## src/rtl/qmm_pkg.sv

```systemverilog
// Package for the quad motor mixer: widths, codes, state type, the
// inverse-entry recipe table and the controller/datapath command structs.
// No dependencies.
package qmm_pkg;

    localparam int DATA_W  = 32;   // Q16.16 data word
    localparam int GEO_W   = 24;   // Q4.20 geometry register
    localparam int SUM_W   = GEO_W + 1;
    localparam int CW_W    = GEO_W + SUM_W;   // ratio * arm sum
    localparam int COEF_W  = 40;   // Q20.20 cached inverse, also holds Q4.20
    localparam int XPART_W = 17;   // signed half of a data word
    localparam int PROD_W  = COEF_W + XPART_W;
    localparam int ACC_W   = 75;
    localparam int NUM_W   = 64;   // divider dividend
    localparam int STAT_W  = 2;
    localparam int CFG_IDX_W = 3;
    localparam int INV_AW  = 4;

    localparam logic [COEF_W-1:0] INV_MAX = {1'b0, {(COEF_W-1){1'b1}}};

    // reset values of the geometry registers
    localparam logic [GEO_W-1:0] ARM_RST = 24'd104858;
    localparam logic [GEO_W-1:0] YAW_RST = 24'd16777;

    // result status codes
    localparam logic [STAT_W-1:0] STAT_OK   = 2'd0;
    localparam logic [STAT_W-1:0] STAT_SAT  = 2'd1;
    localparam logic [STAT_W-1:0] STAT_SING = 2'd2;

    // operation codes
    localparam logic OP_FWD = 1'b0;
    localparam logic OP_INV = 1'b1;

    typedef enum logic [CFG_IDX_W-1:0] {
        CFG_LAYOUT = 3'd0,
        CFG_FX     = 3'd1,
        CFG_FY     = 3'd2,
        CFG_BX     = 3'd3,
        CFG_BY     = 3'd4,
        CFG_YAW    = 3'd5
    } t_cfg_idx;

    typedef enum logic [2:0] {
        ST_IDLE,
        ST_CHECK,
        ST_DIV_GO,
        ST_DIV_WAIT,
        ST_MAC,
        ST_DRAIN1,
        ST_DRAIN2,
        ST_DONE
    } t_state;

    // kinds of closed-form inverse entries
    typedef enum logic [1:0] {
        K_RT,   // arm / arm sum
        K_UT,   // 1 / arm sum
        K_CT    // arm / (ratio * arm sum)
    } t_kind;

    typedef enum logic [1:0] {
        G_FX,
        G_FY,
        G_BX,
        G_BY
    } t_geo;

    typedef enum logic {
        AX_X,
        AX_Y
    } t_axis;

    typedef struct packed {
        t_kind kind;
        t_geo  num;
        t_axis den;
        logic  neg;
    } t_entry;

    typedef struct packed {
        logic              capture;
        logic              mac_en;
        logic              mac_hi;
        logic [1:0]        mac_row;
        logic [1:0]        mac_col;
        logic              row_start;
        logic              row_end;
        logic              div_start;
        logic              inv_wr;
        logic [INV_AW-1:0] inv_idx;
        logic              out_load;
        logic              out_sing;
    } t_cmd;

    typedef struct packed {
        logic op;
        logic singular;
        logic div_done;
    } t_stat;

    // Recipe for inverse entry idx (row = motor, col = thrust/roll/pitch/yaw)
    function automatic t_entry inv_entry(input logic layout, input logic [INV_AW-1:0] idx);
        t_entry     e;
        logic [1:0] row;
        logic [1:0] col;
        row = idx[3:2];
        col = idx[1:0];
        e.kind = K_UT;
        e.num  = G_FX;
        e.den  = AX_Y;
        e.neg  = 1'b0;
        if (layout == 1'b0) begin
            case (col)
                2'd0: begin
                    e.kind = K_RT;
                    e.num  = row[0] ? G_FY : G_BY;
                    e.den  = AX_Y;
                end
                2'd1: begin
                    e.den = AX_Y;
                    e.neg = ~row[0];
                end
                2'd2: begin
                    e.den = AX_X;
                    e.neg = (row == 2'd0) || (row == 2'd3);
                end
                default: begin
                    e.kind = K_CT;
                    e.num  = row[0] ? G_FX : G_BX;
                    e.den  = AX_X;
                    e.neg  = ~row[1];
                end
            endcase
        end else begin
            case (col)
                2'd0: begin
                    e.kind = K_RT;
                    e.num  = row[0] ? G_BX : G_FX;
                    e.den  = AX_X;
                end
                2'd1: begin
                    e.den = AX_Y;
                    e.neg = ~row[1];
                end
                2'd2: begin
                    e.den = AX_X;
                    e.neg = row[0];
                end
                default: begin
                    e.kind = K_CT;
                    e.num  = row[0] ? G_BY : G_FY;
                    e.den  = AX_Y;
                    e.neg  = (row == 2'd1) || (row == 2'd2);
                end
            endcase
        end
        return e;
    endfunction

endpackage

```

## src/rtl/qmm_ctrl.sv

```systemverilog
// Sequencer of the mixer: accepts requests, rebuilds the cached inverse
// when needed, steps the shared multiplier and hands results out.
// Depends on qmm_pkg.
module qmm_ctrl (
    input  logic                          i_clk,
    input  logic                          i_rst_n,
    input  logic                          i_s_tvalid,
    output logic                          o_s_tready,
    output logic                          o_m_tvalid,
    input  logic                          i_m_tready,
    input  logic                          i_cfg_valid,
    input  logic [qmm_pkg::CFG_IDX_W-1:0] i_cfg_index,
    input  qmm_pkg::t_stat                i_stat,
    output qmm_pkg::t_cmd                 o_cmd
);
    import qmm_pkg::*;

    t_state            r_state, n_state;
    logic [4:0]        r_step, n_step;
    logic [INV_AW-1:0] r_ent, n_ent;
    logic              r_inv_vld, n_inv_vld;
    logic              r_sing, n_sing;
    logic              r_out_vld, n_out_vld;
    t_cmd              cmd;

    // state registers
    always_ff @(posedge i_clk) begin
        if (!i_rst_n) begin
            r_state   <= ST_IDLE;
            r_step    <= '0;
            r_ent     <= '0;
            r_inv_vld <= 1'b0;
            r_sing    <= 1'b0;
            r_out_vld <= 1'b0;
        end else begin
            r_state   <= n_state;
            r_step    <= n_step;
            r_ent     <= n_ent;
            r_inv_vld <= n_inv_vld;
            r_sing    <= n_sing;
            r_out_vld <= n_out_vld;
        end
    end

    // next state and commands
    always_comb begin
        n_state   = r_state;
        n_step    = r_step;
        n_ent     = r_ent;
        n_inv_vld = r_inv_vld;
        n_sing    = r_sing;
        n_out_vld = r_out_vld;
        cmd       = '0;
        cmd.mac_hi    = r_step[0];
        cmd.mac_col   = r_step[2:1];
        cmd.mac_row   = r_step[4:3];
        cmd.row_start = (r_step[2:0] == 3'd0);
        cmd.row_end   = (r_step[2:0] == 3'd7);
        cmd.inv_idx   = r_ent;
        cmd.out_sing  = r_sing;

        if (r_out_vld && i_m_tready) begin
            n_out_vld = 1'b0;
        end

        case (r_state)
            ST_IDLE: begin
                if (i_s_tvalid) begin
                    cmd.capture = 1'b1;
                    n_sing      = 1'b0;
                    n_state     = ST_CHECK;
                end
            end
            ST_CHECK: begin
                n_step = '0;
                n_ent  = '0;
                if (i_stat.op == OP_FWD || r_inv_vld) begin
                    n_state = ST_MAC;
                end else if (i_stat.singular) begin
                    n_sing  = 1'b1;
                    n_state = ST_DONE;
                end else begin
                    n_state = ST_DIV_GO;
                end
            end
            ST_DIV_GO: begin
                cmd.div_start = 1'b1;
                n_state       = ST_DIV_WAIT;
            end
            ST_DIV_WAIT: begin
                if (i_stat.div_done) begin
                    cmd.inv_wr = 1'b1;
                    n_ent      = r_ent + 1'b1;
                    if (r_ent == INV_AW'(15)) begin
                        n_inv_vld = 1'b1;
                        n_state   = ST_MAC;
                    end else begin
                        n_state = ST_DIV_GO;
                    end
                end
            end
            ST_MAC: begin
                cmd.mac_en = 1'b1;
                n_step     = r_step + 1'b1;
                if (r_step == 5'd31) begin
                    n_state = ST_DRAIN1;
                end
            end
            ST_DRAIN1: begin
                n_state = ST_DRAIN2;
            end
            ST_DRAIN2: begin
                n_state = ST_DONE;
            end
            ST_DONE: begin
                if (!r_out_vld || i_m_tready) begin
                    cmd.out_load = 1'b1;
                    n_out_vld    = 1'b1;
                    n_state      = ST_IDLE;
                end
            end
            default: begin
                n_state = ST_IDLE;
            end
        endcase

        // a write to any geometry or layout register drops the cached inverse
        if (i_cfg_valid && i_cfg_index <= CFG_YAW) begin
            n_inv_vld = 1'b0;
        end
    end

    assign o_s_tready = (r_state == ST_IDLE);
    assign o_m_tvalid = r_out_vld;
    assign o_cmd      = cmd;

endmodule

```

## config.mk

```make
export PLATFORM = sky130hd
export DESIGN_NAME = qmm_ctrl
export DESIGN_NICKNAME = d
export VERILOG_FILES = /design/src/rtl/qmm_pkg.sv /design/src/rtl/qmm_ctrl.sv
export SDC_FILE = /design/constraint.sdc
export NUM_CORES = 1
export LEC_CHECK = 0
export BUFFER_PORTS_ARGS = -buffer_cell sky130_fd_sc_hd__buf_2
export CAP_MARGIN = 20
export CORE_MARGIN = 2
export CORE_UTILIZATION = 47
export CTS_CLUSTER_DIAMETER = 100
export DETAILED_ROUTE_END_ITERATION = 8
export GPL_TIMING_DRIVEN = 1
export PLACE_DENSITY = 0.84
export SETUP_SLACK_MARGIN = 0.5
export SYNTH_ARGS = -nofsm -noshare
export SYNTH_HDL_FRONTEND = slang
export SYNTH_SLANG_ARGS = --single-unit
```

## constraint.sdc

```tcl
create_clock -name i_clk -period 2.4 [get_ports i_clk]
set_clock_uncertainty 0.2 [all_clocks]
set_input_delay 0.24 -clock i_clk [delete_from_list [all_inputs] [get_ports i_clk]]
set_output_delay 0.24 -clock i_clk [all_outputs]
set_load 0.02 [all_outputs]
```

# Word level (Yosys, flattened, before mapping)
# Index checks and enable logic that the tools add are counted.
# totals
register_bits	15
latch_bits	0
ram_bits	0
rom_bits	0
in_bits	11
output_inout_bits	19
wordCells	68
mem_count	0
# classes
add_sub_neg	2
mul	0
div	0
n_lt_le_gt_ge	1
n_eq_ne	16
shift	0
mux	26
bitwise	2
n_reduce_logical	15
# ops
op	count
$pmux W3 S8	1
$mux W3	7
$eq A3 B3 Y1 const B	5
$mux W1	14
$ne A2 B2 Y1 const B	6
$pmux W5 S2	1
$pmux W4 S2	1
$reduce_and A4 Y1	2
$eq A3 B2 Y1 const B	2
$logic_not A3 Y1	2
$reduce_bool A2 Y1	3
$add A5 B1 Y5 const B	1
$eq A5 B5 Y1 const B	1
$add A4 B1 Y4 const B	1
$eq A4 B4 Y1 const B	1
$mux W4	1
$eq A3 B1 Y1 const B	1
$le A3 B3 Y1 const B	1
$reduce_and A3 Y1	1
$logic_and A1 B1 Y1	2
$logic_or A1 B1 Y1	2
$not A1 Y1	2
$pmux W1 S2	1
$reduce_and A2 Y1	1
2 further kinds	2

# Depth between registers and ports, before layout
# logic_depth
depth_word	4
depth_mapped	6
ltp_nobuf	6

# Worst setup path before layout
# OpenSTA, ideal clock, no wires.
# synth_timing
path_kind	register -> register
from	register r_step[0]
to	register r_step[4]
setup_time_ps	118
arrival_ps	1491
required_ps	2082
path_slack_ps	591
path_stages_with_launch	7
n_path_buf	0
period_less_slack_ps	1809
cell_sequence	dfxtp_1 > ha_1 > and3_1 > ha_1 > a22o_1 > a22oi_1 > nor2b_1
# synth_between
elab_chain_len	2
# synth_rtl
element	line	rtl
start, declared	qmm_ctrl.sv:19	logic [4:0] r_step, n_step;
start signal, assigned	qmm_ctrl.sv:37	r_step <= n_step;
$add A5 B1 Y5	qmm_ctrl.sv:104	n_step = r_step + 1'b1;
$pmux W5 S2	qmm_ctrl.sv:66	case (r_state)
# Every way passes these cells.
# A chain may end at the register's enable or synchronous reset.

==> impl_metrics.tcl <==
set metrics [dict create \
    status "finished, final reports clean" \
    synth_top_area_frac 0.294 \
    synth_seq_cells 15 \
    grt_setup_unrepaired "yes" \
    crit_end "o_cmd[15]" \
    cp_top_family "flip-flops" \
    grt_overflow_total 0 \
    gp_congestion 0.835 \
    min_period_ns 1.83 \
    syn_to_final_growth_pct 15.3 \
    cts.sinks 15 \
    first_pass_iters 4 \
    grt_pass1_vias 824 \
    nNetsFinal 156 \
    synth_commonest_cells "dfxtp_1, nor2b_1, a22oi_1, nand2_1, ha_1" \
    rr_endpoint "r_step[4]" \
    rr_worst_depth 6 \
    setup_viol 0 \
    post-synth-top-count-cell "dfxtp_1" \
    ir_worst_vdd_v 0.000330 \
    synthCells 113 \
    antenna_left 0 \
    clkLatencyLatePin_ns 0.29 \
    tightest_slew_ns 0.289 \
    post-cts-setup-buffer-count 0 \
    cp-start-kind "register" \
    num_vias 913 \
    core_area_um2 2000 \
    finalPower_mw 0.703 \
    yosys.area.top_type "dfxtp_1" \
    maxCapViolCount 0 \
    critPathKind "register to primary output" \
    yosysSeqAreaShare 0.294 \
    via_per_inst 5.50 \
    min_path_type "input port to register" \
    crit_buf_inv 2 \
    slowest_delay_ns 0.39 \
    grt_usage 0.182 \
    relSlewSlack 0.807 \
    fillers 186 \
    syn_area_um2 1020 \
    end_kind "primary output" \
    p_per_area_nw_per_um2 598 \
    cts-buffers-inserted 3 \
    antenna_found_initial 0 \
    ctsHtreeMaxLevel 1 \
    yosysWarnings 0 \
    dieArea_um2 2560 \
    clk_pin_slew_ns 0.09 \
    path_depth 4 \
    crit_chain "buf_4 -> nor2_2 -> and2_1 -> buf_2" \
    ys_types 45 \
    slew_viol_final 0 \
    dp_hpwl_um 1530 \
    clockBufferDepth 2 \
    power_leakage_nw 0.513 \
    r2r-start "r_step[0]" \
    start_util 0.509 \
    io-pin-count 30 \
    syn_nets 129 \
    drt_wl_total_um 2130 \
    period_share 0.763 \
    fp-row-count 16 \
    grt_max_degree 16 \
    port_buffers 28 \
    finalHoldViolations 0 \
    drc 0 \
    die_h_um 50.6 \
    cp-startpoint "r_state[0]" \
    cts-root-buf "clkbuf_4" \
    cts_tree "yes" \
    crit_arrival_ns 1.39 \
    synth.area.top_cells "dfxtp_1, nor2b_1, ha_1" \
    synth_ff_type "dfxtp_1" \
    ff2ff_setup_slack_ns 0.62 \
    fmax_mhz 546 \
    insertedDiodeCount 0 \
    synth_edf_count 0 \
    grt_pass1_wl_um 3530 \
    synth.avg_cell_area_um2 9.02 \
    drive_above_1_share 0.353 \
    drtIter0Drc 20 \
    cp_max_fo 11 \
    crit_required_ns 1.96 \
    post_drt_wl_per_cell_um 12.8 \
    crit_slowest_cell "dfxtp_2" \
    fin_setup_tns_ns 0 \
    die_w_um 50.6 \
    synth-async-reset-ratio 0 \
]
-- placed cells by master (no fill, tap or decap), types with 2 or more instances in the layout --
cell type / n
a22oi_1: 6
nor2b_1: 11
a21oi_1: 3
dfxtp_2: 2
buf_2: 28
a22o_1: 3
and3_1: 2
dfxtp_1: 12
a21boi_1: 2
clkbuf_4: 3
mux2i_1: 2
nand3_1: 2
nor2_1: 2
ha_1: 5
nand2b_1: 3
nand2_1: 6
nor2_2: 3
and2_1: 3
inv_1: 3
o21ai_1: 2
nand4_1: 3
o22ai_1: 3
o21a_1: 3
a32oi_1: 2
buf_4: 3
-- cells by family (layout without fill, tap and decap cells) --
group	count (synthesis)	after routing	synth area share
AO/OA/AOI/OAI	30	30	0.213
adder cells (fa/ha/maj)	5	5	0.0613
buffers and inverters	12	38	0.0883
flip-flops	15	15	0.294
multiplexers	3	3	0.0307
AND/OR/NAND/NOR	48	48	0.312
-- final cells by class --
class                   count  area [um^2]  share of cell area
repair buffers             31          163               0.138
clock buffers               4         26.3              0.0223
multi-input cells          86          636               0.540
well taps                  27         33.8              0.0287
inverters                   3         11.3             0.00957
flip-flops and latches     15          307               0.261
-- registers in the layout, indices dropped and copies added (netlist names) --
name	count
o_m_tvalid	1
r_ent	4
r_step	5
r_sing	1
r_state	3
r_inv_vld	1
-- worst min path at each step --
| stage | slack [ns] | depth (start not counted) | startpoint | to |
|---|---|---|---|---|
| 5_1_grt | 0.03 | 3 | i_cfg_valid | r_inv_vld |
| 6_report | 0.01 | 3 | i_cfg_valid | r_inv_vld |
| 2_1_floorplan | 0.17 | 1 | i_rst_n | r_step[0] |
| 3_5_place_dp | 0.26 | 2 | r_sing | r_sing |
| 4_1_cts | 0.01 | 3 | i_cfg_valid | r_inv_vld |
| 3_3_place_gp | 0.25 | 2 | r_sing | r_sing |
-- worst min-delay path, stage by stage --
cell	delay, ns
buf_2	0.07
nand2_1	0.04
o211a_1	0.11
-- through the flow --
stage	hold slack (ns)	instances	setup WS, ns	cell area [um^2]	utilization
global placement	0.254	162	0.672	1140	0.568
global route	0.0284	166	0.498	1180	0.588
finish	0.0125	166	0.568	1180	0.588
detailed placement	0.259	162	0.647	1140	0.568
CTS	0.0111	166	0.501	1170	0.583
floorplan	0.168	113	0.591	1020	-
-- power by group --
part	switching (mW)	leakage, nW	total (mW)	internal (mW)
registers	0.0381	0.123	0.304	0.266
clock network	0.0866	0.0150	0.151	0.0647
logic	0.134	0.375	0.248	0.113
total	0.259	0.513	0.703	0.444
-- routing by layer --
layer	vias to the layer above	routed length, um	track usage
met4	0	39	0.108
li1	462	-	-
met5	-	0	0
met3	4	104	0.0179
met1	414	991	0.237
met2	33	994	0.289
-- repair_timing --
| item | in CTS | in global routing |
|---|---|---|
| hold endpoints to repair | 0 | 0 |
| resized for setup | 2 | 3 |
| setup endpoints to repair | 5 | 5 |
| cloned | 0 | 0 |
| hold buffers | 0 | 0 |
Power figures use the tool's default switching activity.
